[src/hw/rtl/ttlrfh_pkg.sv]
// shared constants, types and codes of the ttl rate feedback histogram
package ttlrfh_pkg;

  // defaults for the top-level parameters
  localparam int unsigned NUM_BINS_DEF    = 12;
  localparam int unsigned COUNT_WIDTH_DEF = 16;

  // item field widths
  localparam int unsigned ADDR_W      = 32;
  localparam int unsigned TTL_W       = 8;
  localparam int unsigned BIN_IDX_W   = 4;
  localparam int unsigned BIN_CNT_W   = 16;
  localparam int unsigned OWN_ID_W    = 3;
  localparam int unsigned THR_W       = 16;
  localparam int unsigned CFG_DATA_W  = 32;
  localparam int unsigned CFG_IDX_W   = 2;

  // ttl layout
  localparam int unsigned RATE_W      = 5;
  localparam int unsigned LEADER_LSB  = 5;
  localparam logic [RATE_W-1:0] RATE_BASE = 5'd4;

  // register indexes
  localparam logic [CFG_IDX_W-1:0] CFG_GROUP_ADDR = 2'd0;
  localparam logic [CFG_IDX_W-1:0] CFG_OWN_ID     = 2'd1;
  localparam logic [CFG_IDX_W-1:0] CFG_DUMP_THR   = 2'd2;

  // register reset values
  localparam logic [ADDR_W-1:0]   GROUP_ADDR_RST = 32'hE000_4343;
  localparam logic [OWN_ID_W-1:0] OWN_ID_RST     = 3'd3;
  localparam logic [THR_W-1:0]    DUMP_THR_RST   = 16'd40;

  // leader id that every node follows
  localparam logic [OWN_ID_W-1:0] LEADER_ANY = 3'd0;

  typedef enum logic [1:0] {
    ST_IDLE,
    ST_UPDATE,
    ST_DUMP_RD,
    ST_DUMP_WR
  } state_e;

  // bin memory access strobes
  typedef struct packed {
    logic rd_en;
    logic wr_en;
    logic clr_en;
  } mem_ctl_t;

endpackage

[src/hw/rtl/ttlrfh_if.sv]
// valid/ready channels for packet events and histogram results
interface ttlrfh_in_if;
  logic                              valid;
  logic                              ready;
  logic [ttlrfh_pkg::ADDR_W-1:0]     dest_addr;
  logic [ttlrfh_pkg::TTL_W-1:0]      ttl_value;

  modport source (output valid, output dest_addr, output ttl_value, input ready);
  modport sink   (input valid, input dest_addr, input ttl_value, output ready);
endinterface

interface ttlrfh_out_if;
  logic                              valid;
  logic                              ready;
  logic [ttlrfh_pkg::BIN_IDX_W-1:0]  bin_index;
  logic [ttlrfh_pkg::BIN_CNT_W-1:0]  bin_count;
  logic                              last_bin;

  modport source (output valid, output bin_index, output bin_count, output last_bin,
                  input ready);
  modport sink   (input valid, input bin_index, input bin_count, input last_bin,
                  output ready);
endinterface

[src/hw/rtl/ttlrfh_bin_mem.sv]
// rate bin memory with per-entry valid bits and registered read
module ttlrfh_bin_mem #(
  parameter int unsigned NUM_BINS    = ttlrfh_pkg::NUM_BINS_DEF,
  parameter int unsigned COUNT_WIDTH = ttlrfh_pkg::COUNT_WIDTH_DEF,
  parameter int unsigned AW          = (NUM_BINS > 1) ? $clog2(NUM_BINS) : 1
) (
  input  logic                   clk_i,
  input  logic                   rst_ni,
  input  ttlrfh_pkg::mem_ctl_t   ctl_i,
  input  logic [AW-1:0]          rd_addr_i,
  input  logic [AW-1:0]          wr_addr_i,
  input  logic [COUNT_WIDTH-1:0] wr_data_i,
  output logic [COUNT_WIDTH-1:0] rd_data_o
);

  logic [COUNT_WIDTH-1:0] mem_q [NUM_BINS];
  logic [COUNT_WIDTH-1:0] rd_data_q;
  logic [NUM_BINS-1:0]    vld_q;
  logic                   rd_vld_q;

  always_ff @(posedge clk_i) begin
    if (ctl_i.wr_en) begin
      mem_q[wr_addr_i] <= wr_data_i;
    end
    if (ctl_i.rd_en) begin
      rd_data_q <= mem_q[rd_addr_i];
    end
  end

  // a cleared or never written entry reads as zero
  always_ff @(posedge clk_i or negedge rst_ni) begin
    if (!rst_ni) begin
      vld_q    <= '0;
      rd_vld_q <= 1'b0;
    end else begin
      if (ctl_i.wr_en) begin
        vld_q[wr_addr_i] <= 1'b1;
      end else if (ctl_i.clr_en) begin
        vld_q[wr_addr_i] <= 1'b0;
      end
      if (ctl_i.rd_en) begin
        rd_vld_q <= vld_q[rd_addr_i];
      end
    end
  end

  assign rd_data_o = rd_vld_q ? rd_data_q : '0;

endmodule

[src/hw/rtl/ttlrfh_ctrl.sv]
// event decode, read-modify-write sequencer and dump output stage
module ttlrfh_ctrl #(
  parameter int unsigned NUM_BINS    = ttlrfh_pkg::NUM_BINS_DEF,
  parameter int unsigned COUNT_WIDTH = ttlrfh_pkg::COUNT_WIDTH_DEF,
  parameter int unsigned AW          = (NUM_BINS > 1) ? $clog2(NUM_BINS) : 1
) (
  input  logic                                clk_i,
  input  logic                                rst_ni,
  ttlrfh_in_if.sink                           ev_i,
  ttlrfh_out_if.source                        res_o,
  input  logic [ttlrfh_pkg::ADDR_W-1:0]       group_addr_i,
  input  logic [ttlrfh_pkg::OWN_ID_W-1:0]     own_id_i,
  input  logic [ttlrfh_pkg::THR_W-1:0]        dump_thr_i,
  output ttlrfh_pkg::mem_ctl_t                mem_ctl_o,
  output logic [AW-1:0]                       mem_rd_addr_o,
  output logic [AW-1:0]                       mem_wr_addr_o,
  output logic [COUNT_WIDTH-1:0]              mem_wr_data_o,
  input  logic [COUNT_WIDTH-1:0]              mem_rd_data_i
);

  localparam int unsigned CMP_W = (COUNT_WIDTH > ttlrfh_pkg::THR_W) ?
                                  COUNT_WIDTH : ttlrfh_pkg::THR_W;
  localparam logic [AW-1:0] LAST_IDX = AW'(NUM_BINS - 1);

  ttlrfh_pkg::state_e state_q, state_d;

  logic [AW-1:0]          bin_q, bin_d;
  logic                   bin_ok_q, bin_ok_d;
  logic                   lead_ok_q, lead_ok_d;
  logic [AW-1:0]          idx_q, idx_d;
  logic [COUNT_WIDTH-1:0] pkt_cnt_q, pkt_cnt_d;

  logic                              out_vld_q, out_vld_d;
  logic [ttlrfh_pkg::BIN_IDX_W-1:0]  out_idx_q, out_idx_d;
  logic [ttlrfh_pkg::BIN_CNT_W-1:0]  out_cnt_q, out_cnt_d;
  logic                              out_last_q, out_last_d;

  // input decode
  logic                               accept;
  logic                               match;
  logic [ttlrfh_pkg::RATE_W-1:0]      rate;
  logic [ttlrfh_pkg::OWN_ID_W-1:0]    leader;
  logic [ttlrfh_pkg::RATE_W-1:0]      rate_off;
  logic [ttlrfh_pkg::BIN_IDX_W-1:0]   bin_raw;
  logic                               bin_in_range;

  // update path
  logic [COUNT_WIDTH-1:0] bin_inc;
  logic [COUNT_WIDTH-1:0] cnt_inc;
  logic                   dump_go;
  logic                   out_free;

  assign ev_i.ready   = (state_q == ttlrfh_pkg::ST_IDLE);
  assign accept       = ev_i.valid && ev_i.ready;
  assign match        = (ev_i.dest_addr == group_addr_i);
  assign rate         = ev_i.ttl_value[ttlrfh_pkg::RATE_W-1:0];
  assign leader       = ev_i.ttl_value[ttlrfh_pkg::LEADER_LSB +: ttlrfh_pkg::OWN_ID_W];
  assign rate_off     = rate - ttlrfh_pkg::RATE_BASE;
  assign bin_raw      = rate_off[ttlrfh_pkg::RATE_W-1:1];
  assign bin_in_range = (rate >= ttlrfh_pkg::RATE_BASE) &&
                        (6'(bin_raw) < 6'(NUM_BINS));

  // saturating increments
  assign bin_inc = (&mem_rd_data_i) ? mem_rd_data_i : mem_rd_data_i + 1'b1;
  assign cnt_inc = (&pkt_cnt_q) ? pkt_cnt_q : pkt_cnt_q + 1'b1;
  assign dump_go = (CMP_W'(cnt_inc) > CMP_W'(dump_thr_i)) && lead_ok_q;

  assign out_free = !out_vld_q || res_o.ready;

  // next state
  always_comb begin
    state_d = state_q;
    unique case (state_q)
      ttlrfh_pkg::ST_IDLE: begin
        if (accept && match) begin
          state_d = ttlrfh_pkg::ST_UPDATE;
        end
      end
      ttlrfh_pkg::ST_UPDATE: begin
        state_d = dump_go ? ttlrfh_pkg::ST_DUMP_RD : ttlrfh_pkg::ST_IDLE;
      end
      ttlrfh_pkg::ST_DUMP_RD: begin
        state_d = ttlrfh_pkg::ST_DUMP_WR;
      end
      ttlrfh_pkg::ST_DUMP_WR: begin
        if (out_free) begin
          state_d = (idx_q == LAST_IDX) ? ttlrfh_pkg::ST_IDLE : ttlrfh_pkg::ST_DUMP_RD;
        end
      end
      default: begin
        state_d = ttlrfh_pkg::ST_IDLE;
      end
    endcase
  end

  // outputs and datapath
  always_comb begin
    bin_d      = bin_q;
    bin_ok_d   = bin_ok_q;
    lead_ok_d  = lead_ok_q;
    idx_d      = idx_q;
    pkt_cnt_d  = pkt_cnt_q;
    out_vld_d  = out_vld_q && !res_o.ready;
    out_idx_d  = out_idx_q;
    out_cnt_d  = out_cnt_q;
    out_last_d = out_last_q;

    mem_ctl_o     = '0;
    mem_rd_addr_o = idx_q;
    mem_wr_addr_o = idx_q;
    mem_wr_data_o = bin_inc;

    unique case (state_q)
      ttlrfh_pkg::ST_IDLE: begin
        mem_rd_addr_o = AW'(bin_raw);
        if (accept && match) begin
          mem_ctl_o.rd_en = 1'b1;
          bin_d     = AW'(bin_raw);
          bin_ok_d  = bin_in_range;
          lead_ok_d = (leader == own_id_i) || (leader == ttlrfh_pkg::LEADER_ANY);
        end
      end
      ttlrfh_pkg::ST_UPDATE: begin
        mem_wr_addr_o   = bin_q;
        mem_ctl_o.wr_en = bin_ok_q;
        if (dump_go) begin
          pkt_cnt_d = '0;
          idx_d     = '0;
        end else begin
          pkt_cnt_d = cnt_inc;
        end
      end
      ttlrfh_pkg::ST_DUMP_RD: begin
        mem_ctl_o.rd_en = 1'b1;
      end
      ttlrfh_pkg::ST_DUMP_WR: begin
        if (out_free) begin
          mem_ctl_o.clr_en = 1'b1;
          out_vld_d  = 1'b1;
          out_idx_d  = ttlrfh_pkg::BIN_IDX_W'(idx_q);
          out_cnt_d  = ttlrfh_pkg::BIN_CNT_W'(mem_rd_data_i);
          out_last_d = (idx_q == LAST_IDX);
          idx_d      = idx_q + 1'b1;
        end
      end
      default: begin
      end
    endcase
  end

  always_ff @(posedge clk_i or negedge rst_ni) begin
    if (!rst_ni) begin
      state_q   <= ttlrfh_pkg::ST_IDLE;
      idx_q     <= '0;
      pkt_cnt_q <= '0;
      out_vld_q <= 1'b0;
      bin_ok_q  <= 1'b0;
      lead_ok_q <= 1'b0;
    end else begin
      state_q   <= state_d;
      idx_q     <= idx_d;
      pkt_cnt_q <= pkt_cnt_d;
      out_vld_q <= out_vld_d;
      bin_ok_q  <= bin_ok_d;
      lead_ok_q <= lead_ok_d;
    end
  end

  always_ff @(posedge clk_i) begin
    bin_q      <= bin_d;
    out_idx_q  <= out_idx_d;
    out_cnt_q  <= out_cnt_d;
    out_last_q <= out_last_d;
  end

  assign res_o.valid     = out_vld_q;
  assign res_o.bin_index = out_idx_q;
  assign res_o.bin_count = out_cnt_q;
  assign res_o.last_bin  = out_last_q;

endmodule

[src/hw/rtl/ttl_rate_feedback_histogram_top.sv]
// top level of the ttl rate feedback histogram: registers, sequencer, bin memory
//
// Counts packet events addressed to one multicast group and sorts them into
// NUM_BINS rate bins by the low five ttl bits (codes 4 to 27 with the default
// twelve bins, two codes per bin; other codes only count the packet). Once the
// saturating packet count exceeds dump_threshold on a packet whose leader id
// (ttl bits 7..5) is this node's own_id or 0, the block clears the count and
// reports every bin in order, one item per bin with last_bin set on the final
// one, clearing each bin as it is reported. A matching packet goes through the
// read-modify-write of the bin memory (read in the accept cycle, write back in
// the next); a dump reads each bin from memory, then loads it into the output
// register, and stalls while the result sink is not ready. No new packet is
// taken until both are done. The last result of a dump may still wait in the
// output register while the next packet is taken. Bins start cleared through
// per-entry valid bits, so there is no clearing pass after reset. The user must
// write registers through cfg_we_i/cfg_idx_i/cfg_data_i only while the block is
// idle; the block does not enforce this. Unknown indexes are ignored.
module ttl_rate_feedback_histogram_top #(
  parameter int unsigned NUM_BINS    = ttlrfh_pkg::NUM_BINS_DEF,
  parameter int unsigned COUNT_WIDTH = ttlrfh_pkg::COUNT_WIDTH_DEF
) (
  input  logic                                 clk_i,
  input  logic                                 rst_ni,
  ttlrfh_in_if.sink                            ev_i,
  ttlrfh_out_if.source                         res_o,
  input  logic                                 cfg_we_i,
  input  logic [ttlrfh_pkg::CFG_IDX_W-1:0]     cfg_idx_i,
  input  logic [ttlrfh_pkg::CFG_DATA_W-1:0]    cfg_data_i
);

  // bin memory address width
  localparam int unsigned AW = (NUM_BINS > 1) ? $clog2(NUM_BINS) : 1;

  // configuration registers
  logic [ttlrfh_pkg::ADDR_W-1:0]   group_addr_q;
  logic [ttlrfh_pkg::OWN_ID_W-1:0] own_id_q;
  logic [ttlrfh_pkg::THR_W-1:0]    dump_thr_q;

  // sequencer to memory
  ttlrfh_pkg::mem_ctl_t   mem_ctl;
  logic [AW-1:0]          mem_rd_addr;
  logic [AW-1:0]          mem_wr_addr;
  logic [COUNT_WIDTH-1:0] mem_wr_data;
  logic [COUNT_WIDTH-1:0] mem_rd_data;

  // register writes, each masked to its register width
  always_ff @(posedge clk_i or negedge rst_ni) begin
    if (!rst_ni) begin
      group_addr_q <= ttlrfh_pkg::GROUP_ADDR_RST;
      own_id_q     <= ttlrfh_pkg::OWN_ID_RST;
      dump_thr_q   <= ttlrfh_pkg::DUMP_THR_RST;
    end else if (cfg_we_i) begin
      unique case (cfg_idx_i)
        ttlrfh_pkg::CFG_GROUP_ADDR: group_addr_q <= cfg_data_i[ttlrfh_pkg::ADDR_W-1:0];
        ttlrfh_pkg::CFG_OWN_ID:     own_id_q     <= cfg_data_i[ttlrfh_pkg::OWN_ID_W-1:0];
        ttlrfh_pkg::CFG_DUMP_THR:   dump_thr_q   <= cfg_data_i[ttlrfh_pkg::THR_W-1:0];
        default: begin
        end
      endcase
    end
  end

  // event decode, packet count, bin update and dump sequencing
  ttlrfh_ctrl #(
    .NUM_BINS    (NUM_BINS),
    .COUNT_WIDTH (COUNT_WIDTH),
    .AW          (AW)
  ) u_ctrl (
    .clk_i         (clk_i),
    .rst_ni        (rst_ni),
    .ev_i          (ev_i),
    .res_o         (res_o),
    .group_addr_i  (group_addr_q),
    .own_id_i      (own_id_q),
    .dump_thr_i    (dump_thr_q),
    .mem_ctl_o     (mem_ctl),
    .mem_rd_addr_o (mem_rd_addr),
    .mem_wr_addr_o (mem_wr_addr),
    .mem_wr_data_o (mem_wr_data),
    .mem_rd_data_i (mem_rd_data)
  );

  // the rate bins themselves
  ttlrfh_bin_mem #(
    .NUM_BINS    (NUM_BINS),
    .COUNT_WIDTH (COUNT_WIDTH),
    .AW          (AW)
  ) u_bin_mem (
    .clk_i     (clk_i),
    .rst_ni    (rst_ni),
    .ctl_i     (mem_ctl),
    .rd_addr_i (mem_rd_addr),
    .wr_addr_i (mem_wr_addr),
    .wr_data_i (mem_wr_data),
    .rd_data_o (mem_rd_data)
  );

endmodule
[src/flat_wrapper.sv]
// flat-port wrapper written by rule: the top's interface ports become plain ports
module ttl_rate_feedback_histogram_top_flat 
#(
  parameter int unsigned NUM_BINS    = ttlrfh_pkg::NUM_BINS_DEF,
  parameter int unsigned COUNT_WIDTH = ttlrfh_pkg::COUNT_WIDTH_DEF
)
  (clk_i, rst_ni, cfg_we_i, cfg_idx_i, cfg_data_i, ev_i_valid, ev_i_dest_addr, ev_i_ttl_value, ev_i_ready, res_o_valid, res_o_bin_index, res_o_bin_count, res_o_last_bin, res_o_ready);
  ttlrfh_in_if ev_i_i ();
  ttlrfh_out_if res_o_i ();
  input  logic clk_i;
  input  logic rst_ni;
  input  logic cfg_we_i;
  input  logic [ttlrfh_pkg::CFG_IDX_W-1:0] cfg_idx_i;
  input  logic [ttlrfh_pkg::CFG_DATA_W-1:0] cfg_data_i;
  input wire logic [$bits(ev_i_i.valid)-1:0] ev_i_valid;
  input wire logic [$bits(ev_i_i.dest_addr)-1:0] ev_i_dest_addr;
  input wire logic [$bits(ev_i_i.ttl_value)-1:0] ev_i_ttl_value;
  output wire logic [$bits(ev_i_i.ready)-1:0] ev_i_ready;
  output wire logic [$bits(res_o_i.valid)-1:0] res_o_valid;
  output wire logic [$bits(res_o_i.bin_index)-1:0] res_o_bin_index;
  output wire logic [$bits(res_o_i.bin_count)-1:0] res_o_bin_count;
  output wire logic [$bits(res_o_i.last_bin)-1:0] res_o_last_bin;
  input wire logic [$bits(res_o_i.ready)-1:0] res_o_ready;
  assign ev_i_i.valid = ev_i_valid;
  assign ev_i_i.dest_addr = ev_i_dest_addr;
  assign ev_i_i.ttl_value = ev_i_ttl_value;
  assign ev_i_ready = ev_i_i.ready;
  assign res_o_valid = res_o_i.valid;
  assign res_o_bin_index = res_o_i.bin_index;
  assign res_o_bin_count = res_o_i.bin_count;
  assign res_o_last_bin = res_o_i.last_bin;
  assign res_o_i.ready = res_o_ready;
  ttl_rate_feedback_histogram_top #(.NUM_BINS(NUM_BINS), .COUNT_WIDTH(COUNT_WIDTH)) u_core (.clk_i(clk_i), .rst_ni(rst_ni), .ev_i(ev_i_i), .res_o(res_o_i), .cfg_we_i(cfg_we_i), .cfg_idx_i(cfg_idx_i), .cfg_data_i(cfg_data_i));
endmodule
[config.mk]
export PLATFORM = sky130hd
export DESIGN_NAME = ttl_rate_feedback_histogram_top_flat
export DESIGN_NICKNAME = d
export VERILOG_FILES = /design/src/hw/rtl/ttlrfh_pkg.sv /design/src/hw/rtl/ttlrfh_if.sv /design/src/hw/rtl/ttlrfh_bin_mem.sv /design/src/hw/rtl/ttlrfh_ctrl.sv /design/src/hw/rtl/ttl_rate_feedback_histogram_top.sv /design/src/flat_wrapper.sv
export SDC_FILE = /design/constraint.sdc
export NUM_CORES = 1
export LEC_CHECK = 0
export ABC_AREA = 1
export BUFFER_PORTS_ARGS = -buffer_cell sky130_fd_sc_hd__buf_4
export CORE_UTILIZATION = 61
export DETAILED_ROUTE_END_ITERATION = 6
export PLACE_DENSITY = 0.91
export SETUP_SLACK_MARGIN = 0.1
export SLEW_MARGIN = 5
export SYNTH_ARGS = -nofsm -noshare
export SYNTH_HDL_FRONTEND = slang
export SYNTH_SLANG_ARGS = --single-unit
export TNS_END_PERCENT = 5
[constraint.sdc]
create_clock -name clk_i -period 3.2 [get_ports clk_i]
set_input_delay 0.8 -clock clk_i [delete_from_list [all_inputs] [get_ports clk_i]]
set_output_delay 0.8 -clock clk_i [all_outputs]
set_load 0.01 [all_outputs]
==> results of run 1 <==
-- metal layers --
layer  track usage [%]  vias to the layer above  routed length [um]
met5                 0                        -                   0
met4              17.7                        0                2090
met3              5.72                      184                4500
met2              52.2                      877               18800
met1              40.8                     5445               14000
li1                  -                     5170                   -
-- power by group --
group / switching [mW] / internal [mW] / leakage (nW)
registers: 0.234 / 5.04 / 3.26
clock network: 1.62 / 2.35 / 0.541
logic: 2.89 / 1.35 / 3.60
-- registers in the layout, indices dropped and copies added (netlist names), 2 cells and up, named ones only --
name / cells
u_core.u_ctrl.bin_q: 4
u_core.u_ctrl.res_o.bin_index: 4
u_core.u_ctrl.res_o.bin_count: 16
u_core.group_addr_q: 32
u_core.u_ctrl.pkt_cnt_q: 16
u_core.u_bin_mem.rd_data_q: 16
u_core.own_id_q: 3
u_core.u_ctrl.state_q: 2
u_core.dump_thr_q: 16
u_core.u_bin_mem.mem_q: 192
u_core.u_ctrl.idx_q: 4
-- kinds of logic after synthesis --
| family | after synthesis | share of synthesized area [%] |
|---|---|---|
| fa+ha+maj | 20 | 1.68 |
| mux | 10 | 0.757 |
| simple gates | 646 | 18.8 |
| compound gates | 209 | 7.98 |
| flops | 322 | 62.1 |
| xor+xnor | 46 | 2.71 |
| buf+inv | 209 | 5.93 |
-- area by class of cell --
class | instances | area [sq um] | share of cell area [%]
multi-input combinational | 931 | 4820 | 27.9
inverter | 157 | 589 | 3.41
tap | 319 | 399 | 2.31
sequential | 322 | 9240 | 53.4
clock buffer | 33 | 783 | 4.53
clock inverter | 25 | 320 | 1.85
timing repair buffer | 148 | 1150 | 6.64
-- stage by stage --
step	area, sq um	hold slack [ps]	TNS, ps	utilization (%)	setup WS [ps]
after floorplan	14900	453	0	-	497
after global placement	16100	468	0	68.1	250
after detailed placement	16100	475	0	68.1	81.0
after CTS	17200	280	0	72.8	88.7
after global routing	17300	307	-0.665	73.0	-0.665
final	17300	262	0	73.0	154
-- synthesized netlist by cell type, drive strengths merged --
master    n  area share [%]
nand2   375             9.7
edfxtp  233              47
inv     157             4.0
o21ai   148             5.2
nand3   138             4.8
nor2     99             2.8
dfrtp    76              13
buf      36             1.6
xnor2    27             1.6
ha       20             1.7
o21bai   20             1.0
a21oi    19            0.64
xor2     19             1.1
clkbuf   16            0.40
nand4    16            0.67
o211ai   16            0.81
dfstp    13             2.3
mux2     10            0.76
or2       9            0.38
nor3      4            0.21
nor4      2           0.084
o22ai     2           0.084
o31ai     2            0.10
a21boi    1           0.076
a21o      1           0.050
and2      1           0.042
and3      1           0.042
nand3b    1           0.076
-- worst max-delay path, cell delays in order (launching register included) --
cell     delay, ps
dfrtp_1        420
ha_2           230
nand3_2        130
nor2_4         200
nand2_1        110
nor2_1         130
xor2_1         190
nand2_1        110
ha_1           280
nand2_1         60
nor2_1         140
nand2_1        120
nor2_2         140
nand2_1         70
nand4_1        100
nand2_1        100
nand2_2        230
o21ai_1        150
-- final timing paths --
kind / from / end / slack, ps
worst max-delay path: u_core.u_ctrl.pkt_cnt_q[1] / u_core.u_ctrl.pkt_cnt_q[13] / 150
worst min-delay path: rst_ni / u_core.group_addr_q[17] / 260
worst max register to register: u_core.u_ctrl.pkt_cnt_q[1] / u_core.u_ctrl.pkt_cnt_q[13] / 150
worst min register to register: u_core.dump_thr_q[3] / u_core.dump_thr_q[3] / 490
max in group asynchronous: rst_ni / u_core.group_addr_q[30] / 2210
min in group clk_i: ev_i_ttl_value[1] / u_core.u_ctrl.bin_q[0] / 460
-- what timing repair did --
item / CTS / global route
setup buffers: 0 / 2
endpoints found under the hold margin: 0 / 0
setup endpoints to repair: 12 / 57
gates resized for setup: 2 / 12
pin swaps: 0 / 1
==> results by group, run 1 <==
Status
  • Outcome: finished, final reports clean

Place
  • IO buf count: 100
  • Gp weighted congestion: 0.930
  • HPWL Detailed: 23700 um
  • Placed cells: 1875

Die
  • Initial Util: 62.8%
  • Die Area: 0.0250 sq mm
  • Die height: 158 um
  • Core area: roughly 0.024 sq mm
  • Site Rows: 56
  • DIE WIDTH: around 160 um
  • Ports: 102

Pwr
  • Leak Pwr: 7.40 nW
  • Pwr/cell area: 780 mW/mm^2
  • Total Power: 13.5 mW
  • Worst VDD drop: 0.645 mV

Detailed routing
  • Detailed-route via count: 11700
  • Post-Route WL: 39300 um
  • Antenna viol nets, final: 0
  • Wire per inst: 20.3 um
  • Vias per std cell: slightly above 6
  • DRT iter0 DRCs: 1517
  • DRC: 0
  • Router iterations before antenna repair: 6

Timing
  • Hold Violations, Final: 0
  • RSZ-0062 raised after global routing: yes
  • # setup viols final: 0
  • Final period util: 95.2%
  • Fmax achieved: 328 MHz
  • Relative slew slack: 44.5%
  • Worst-Margin Slew: around 830 ps
  • Post-route minimum period: 3050 ps
  • Post-Route Skew: 23.3 ps
  • Slew Viols, Final: 0

Global routing
  • Initial antenna violation count: 0
  • Total Routing Usage GR: 32.1%
  • Vias in the first global route: roughly 12000
  • Gr ovfl total: 0
  • First-pass GRT wire length: 60400 um
  • Pin count of the biggest net entering global routing: 54

Logic synthesis
  • Cells after Synth: roughly 1500
  • Syn avg cell area: just over 10 sq um
  • Syn_nets: ~1600
  • #FFs+latches synth: roughly 320
  • Register area share after synthesis: 62.1%
  • Synth Cell Area: ~0.015 sq mm
  • Yosys cell types: 41
  • Synthesis Warnings: 0

Critical path
  • WP data arrival: about 3500 ps
  • Data required, critical path: around 3600 ps
  • R2r worst-path depth: 17
  • CP Max Fanout: 11
  • Startpoint types: register
  • Critical path class: register to register
  • Worst Setup End Kind: register

Layout
  • Final Non-Filler Cells: about 1900
  • Most common cell after layout, fill and taps aside: nand2_1
  • Fraction of layout cells with a size suffix above 1: 17.3%
  • Area Overhead vs Synth: 16.3%
  • # diodes: 0
  • Fill cell count: 1435
  • Nets: around 1700
  • Most frequent cells in the layout: nand2_1, edfxtp_1, inv_1, buf_4, nand3_1

Clock network
  • # clock sinks: between 300 and 400
  • Num CTS Buffers: 31
  • H-tree depth: 1
  • Clk_lat worst skew: 580 ps
  • TritonCTS clock tree: done
  • Clock root cell: clkbuf_16
  • Clk slew on worst S/H paths: 70 ps
  • Max Root-Sink Buffers: 3
  • Cts hold-fix bufs: 0

Hold path
  • Hold Path Class: input port to asynchronous set/reset pin

Flow run
  • Max Cap Viol: 0
Note: power is estimated with default switching activity, not from simulation.
==> inputs of run 2 (changes only) <==
--- a/config.mk
+++ b/config.mk
@@ -7,9 +7,9 @@
 export LEC_CHECK = 0
 export ABC_AREA = 1
 export BUFFER_PORTS_ARGS = -buffer_cell sky130_fd_sc_hd__buf_4
-export CORE_UTILIZATION = 61
+export CORE_UTILIZATION = 65
 export DETAILED_ROUTE_END_ITERATION = 6
-export PLACE_DENSITY = 0.91
+export PLACE_DENSITY = 0.95
 export SETUP_SLACK_MARGIN = 0.1
 export SLEW_MARGIN = 5
 export SYNTH_ARGS = -nofsm -noshare
==> constraint.sdc (replaced) <==
create_clock -name clk_i -period 3.6 [get_ports clk_i]
set_input_delay 0.9 -clock clk_i [delete_from_list [all_inputs] [get_ports clk_i]]
set_output_delay 0.9 -clock clk_i [all_outputs]
set_load 0.01 [all_outputs]
==> run 2 against run 1 <==
Against the previous run: the run now ends with DRC left; largest power group unchanged; critical endpoint unchanged; setup slack better by 22 ps; maximum frequency down 11%; design area down 1.9%; combinational power down 16%.
==> results by group, run 2 (synthesis gave the netlist of run 1 again) <==
Place
  • HPWL Detailed: 22600 um (was 23700 um)
  • Placed cells: 1818 (was 1875)
  • Gp weighted congestion: 0.916 (was 0.930)
  • Pre-CTS setup slack: 271 ps (was 81.0 ps)
  • IO buf count: 100 (unchanged)

Die
  • Core area: 0.0222 sq mm (was 0.0237 sq mm)
  • Die height: 153 um (was 158 um)
  • Ports: 102 (unchanged)
  • Site Rows: 54 (was 56)
  • Die Area: 0.0235 sq mm (was 0.0250 sq mm)
  • Initial Util: 67.1% (was 62.8%)
  • DIE WIDTH: 153 um (was 158 um)

Global routing
  • First-pass GRT wire length: 58600 um (was 60400 um)
  • Total Routing Usage GR: 32.4% (was 32.1%)
  • Gr ovfl total: 0 (unchanged)
  • Pin count of the biggest net entering global routing: 99 (was 54)
  • Initial antenna violation count: 0 (unchanged)
  • Vias in the first global route: 11600 (was 11500)

Critical path
  • Most frequent CP cell: nand2_1 (unchanged)
  • Number of stages on the worst setup path: 19 (was 17)
  • Worst Setup End Kind: register (unchanged)
  • Data required, critical path: 4050 ps (was 3620 ps)
  • Critical path origin: u_core.u_ctrl.pkt_cnt_q[0] (was u_core.u_ctrl.pkt_cnt_q[1])
  • Critical path class: register to register (unchanged)
  • R2R Setup Slk: 180 ps (was 150 ps)
  • CP cell instances: ha_1 > nand3_1 > nor2_4 > nand3b_2 > nor2_4 > buf_4 > or2_2 > o21ai_1 > inv_1 > ha_1 > inv_1 > o21bai_1 > nand2_1 > nand2_1 > nand2_1 > nand4_1 > nand2_1 > nand2_2 > o21ai_0 (was ha_2 > nand3_2 > nor2_4 > nand2_1 > nor2_1 > xor2_1 > nand2_1 > ha_1 > nand2_1 > nor2_1 > nand2_1 > nor2_2 > nand2_1 > nand4_1 > nand2_1 > nand2_2 > o21ai_1)
  • End of the critical path: u_core.u_ctrl.pkt_cnt_q[13] (unchanged)
  • Critical R2R Capture: u_core.u_ctrl.pkt_cnt_q[13] (unchanged)
  • Crit path largest cell delay: 440 ps (was 420 ps)
  • CP delay by family, top: simple AND/OR/NAND/NOR gates (unchanged)
  • R2r worst-path depth: 19 (was 17)
  • Startpoint types: register (unchanged)
  • WP data arrival: 3880 ps (was 3470 ps)
  • R2r startpoint: u_core.u_ctrl.pkt_cnt_q[0] (was u_core.u_ctrl.pkt_cnt_q[1])
  • Slowest-stage cell, CP: dfrtp_1 (unchanged)
  • Buf+Inv Stages, Crit Path: 3 (was 0)
  • CP Max Fanout: 11 (unchanged)

Layout
  • Fill cell count: 1180 (was 1435)
  • Largest Register: u_core.u_bin_mem.mem_q (unchanged)
  • Nets: 1674 (was 1690)
  • Multi-input gate area: 0.00477 sq mm (was 0.00482 sq mm)
  • Most frequent cells in the layout: nand2_1, edfxtp_1, inv_1, nand3_1, buf_4 (was nand2_1, edfxtp_1, inv_1, buf_4, nand3_1)
  • Most common cell after layout, fill and taps aside: nand2_1 (unchanged)
  • Reg area: 0.00924 sq mm (unchanged)
  • Max reg flops: 192 (unchanged)
  • Area Overhead vs Synth: 14.1% (was 16.3%)
  • Fraction of layout cells with a size suffix above 1: 15.7% (was 17.3%)
  • Regs by FF count: u_core.u_bin_mem.mem_q (192), u_core.group_addr_q (32) (unchanged)
  • # diodes: 0 (unchanged)
  • Final core utilization: 76.6% (was 73.0%)
  • Final Non-Filler Cells: 1876 (was 1935)

Timing
  • Slew Viols, Final: 0 (unchanged)
  • # setup viols final: 0 (unchanged)
  • Final period util: 95.1% (was 95.2%)
  • Hold Violations, Final: 0 (unchanged)
  • Post-route minimum period: 3420 ps (was 3050 ps)
  • Worst-Margin Slew: 1280 ps (was 830 ps)
  • Relative slew slack: 13.8% (was 44.5%)
  • Fin worst setup slack: 176 ps (was 154 ps)
  • Setup TNS: 0 ps (unchanged)
  • Post-Route Skew: 33.0 ps (was 23.3 ps)
  • Fmax achieved: 292 MHz (was 328 MHz)
  • RSZ-0062 raised after global routing: yes (unchanged)

Clock network
  • Num CTS Buffers: 31 (unchanged)
  • # clock sinks: 322 (unchanged)
  • Clk slew on worst S/H paths: 70 ps (about the same)
  • TritonCTS clock tree: done (unchanged)
  • Clk_lat worst skew: 580 ps (about the same)
  • Clock root cell: clkbuf_16 (unchanged)
  • H-tree depth: 1 (unchanged)
  • Max Root-Sink Buffers: 3 (unchanged)

Pwr
  • Total Power: 11.6 mW (was 13.5 mW)
  • Leak Pwr: 7.24 nW (was 7.40 nW)
  • Worst VDD drop: 0.435 mV (was 0.645 mV)
  • Pwr/cell area: 681 mW/mm^2 (was 780 mW/mm^2)

Status
  • Outcome: finished, violations left (was finished, final reports clean)
  • Failing checks: DRC

Detailed routing
  • Detailed-route via count: 11700 (about the same)
  • Vias per std cell: 6.23 (was 6.03)
  • Antenna viol nets, final: 0 (unchanged)
  • DRT iter0 DRCs: 1672 (was 1517)
  • Wire per inst: 20.3 um (about the same)
  • Router iterations before antenna repair: 7 (was 6)
  • DRC: 2 (was 0)
  • Post-Route WL: 38000 um (was 39300 um)

Hold path
  • Hold Path Class: input port to asynchronous set/reset pin (unchanged)

Flow run
  • Max Cap Viol: 0 (unchanged)
## run 2: repair_timing
| item | 4_1_cts | 5_1_grt |
|---|---|---|
| pin swaps | 0 | 1 |
| setup endpoints to repair | 9 | 15 |
| hold buffers | 0 | 0 |
| setup buffers | 0 | 4 |
| endpoints found under the hold margin | 0 | 0 |
| gates resized for setup | 1 | 2 |
## run 2: worst min path at each step
stage,depth (start not counted),start,end
detailed placement,2,u_core.dump_thr_q[2],u_core.dump_thr_q[2]
finish,1,rst_ni,u_core.group_addr_q[27]
CTS,1,rst_ni,u_core.group_addr_q[5]
global placement,2,register,register
global route,1,rst_ni,u_core.group_addr_q[27]
floorplan,2,register,register
## run 2: final cells by class
type / instances / area share, %
well taps: 280 / 2.06
multi-input cells: 931 / 28.1
clock inverters: 22 / 1.41
repair buffers: 132 / 5.91
flip-flops and latches: 322 / 54.4
inverters: 157 / 3.47
clock buffers: 32 / 4.59
## run 2: report_power, final
group | switching [mW] | total, mW | internal, mW
sequential | 0.217 | 4.70 | 4.48
combinational | 2.49 | 3.56 | 1.06
clock | 1.38 | 3.30 | 1.92
## run 2: stage by stage
stage / hold slack (ps) / area (sq um)
global route: 497 / 17000
CTS: 435 / 16900
floorplan: 453 / 14900
detailed placement: 473 / 15900
finish: 422 / 17000
global placement: 466 / 15900
## run 2: layer usage
layer  track usage [%]  share of wire (%)  vias up  wire, um
met2              54.3                 48      890     18100
met1              40.6                 36     5496     13500
met4              17.1                5.1        0      1950
li1                  -                  -     5125         -
met5                 0                  0        -         0
met3              5.61                 12      181      4470
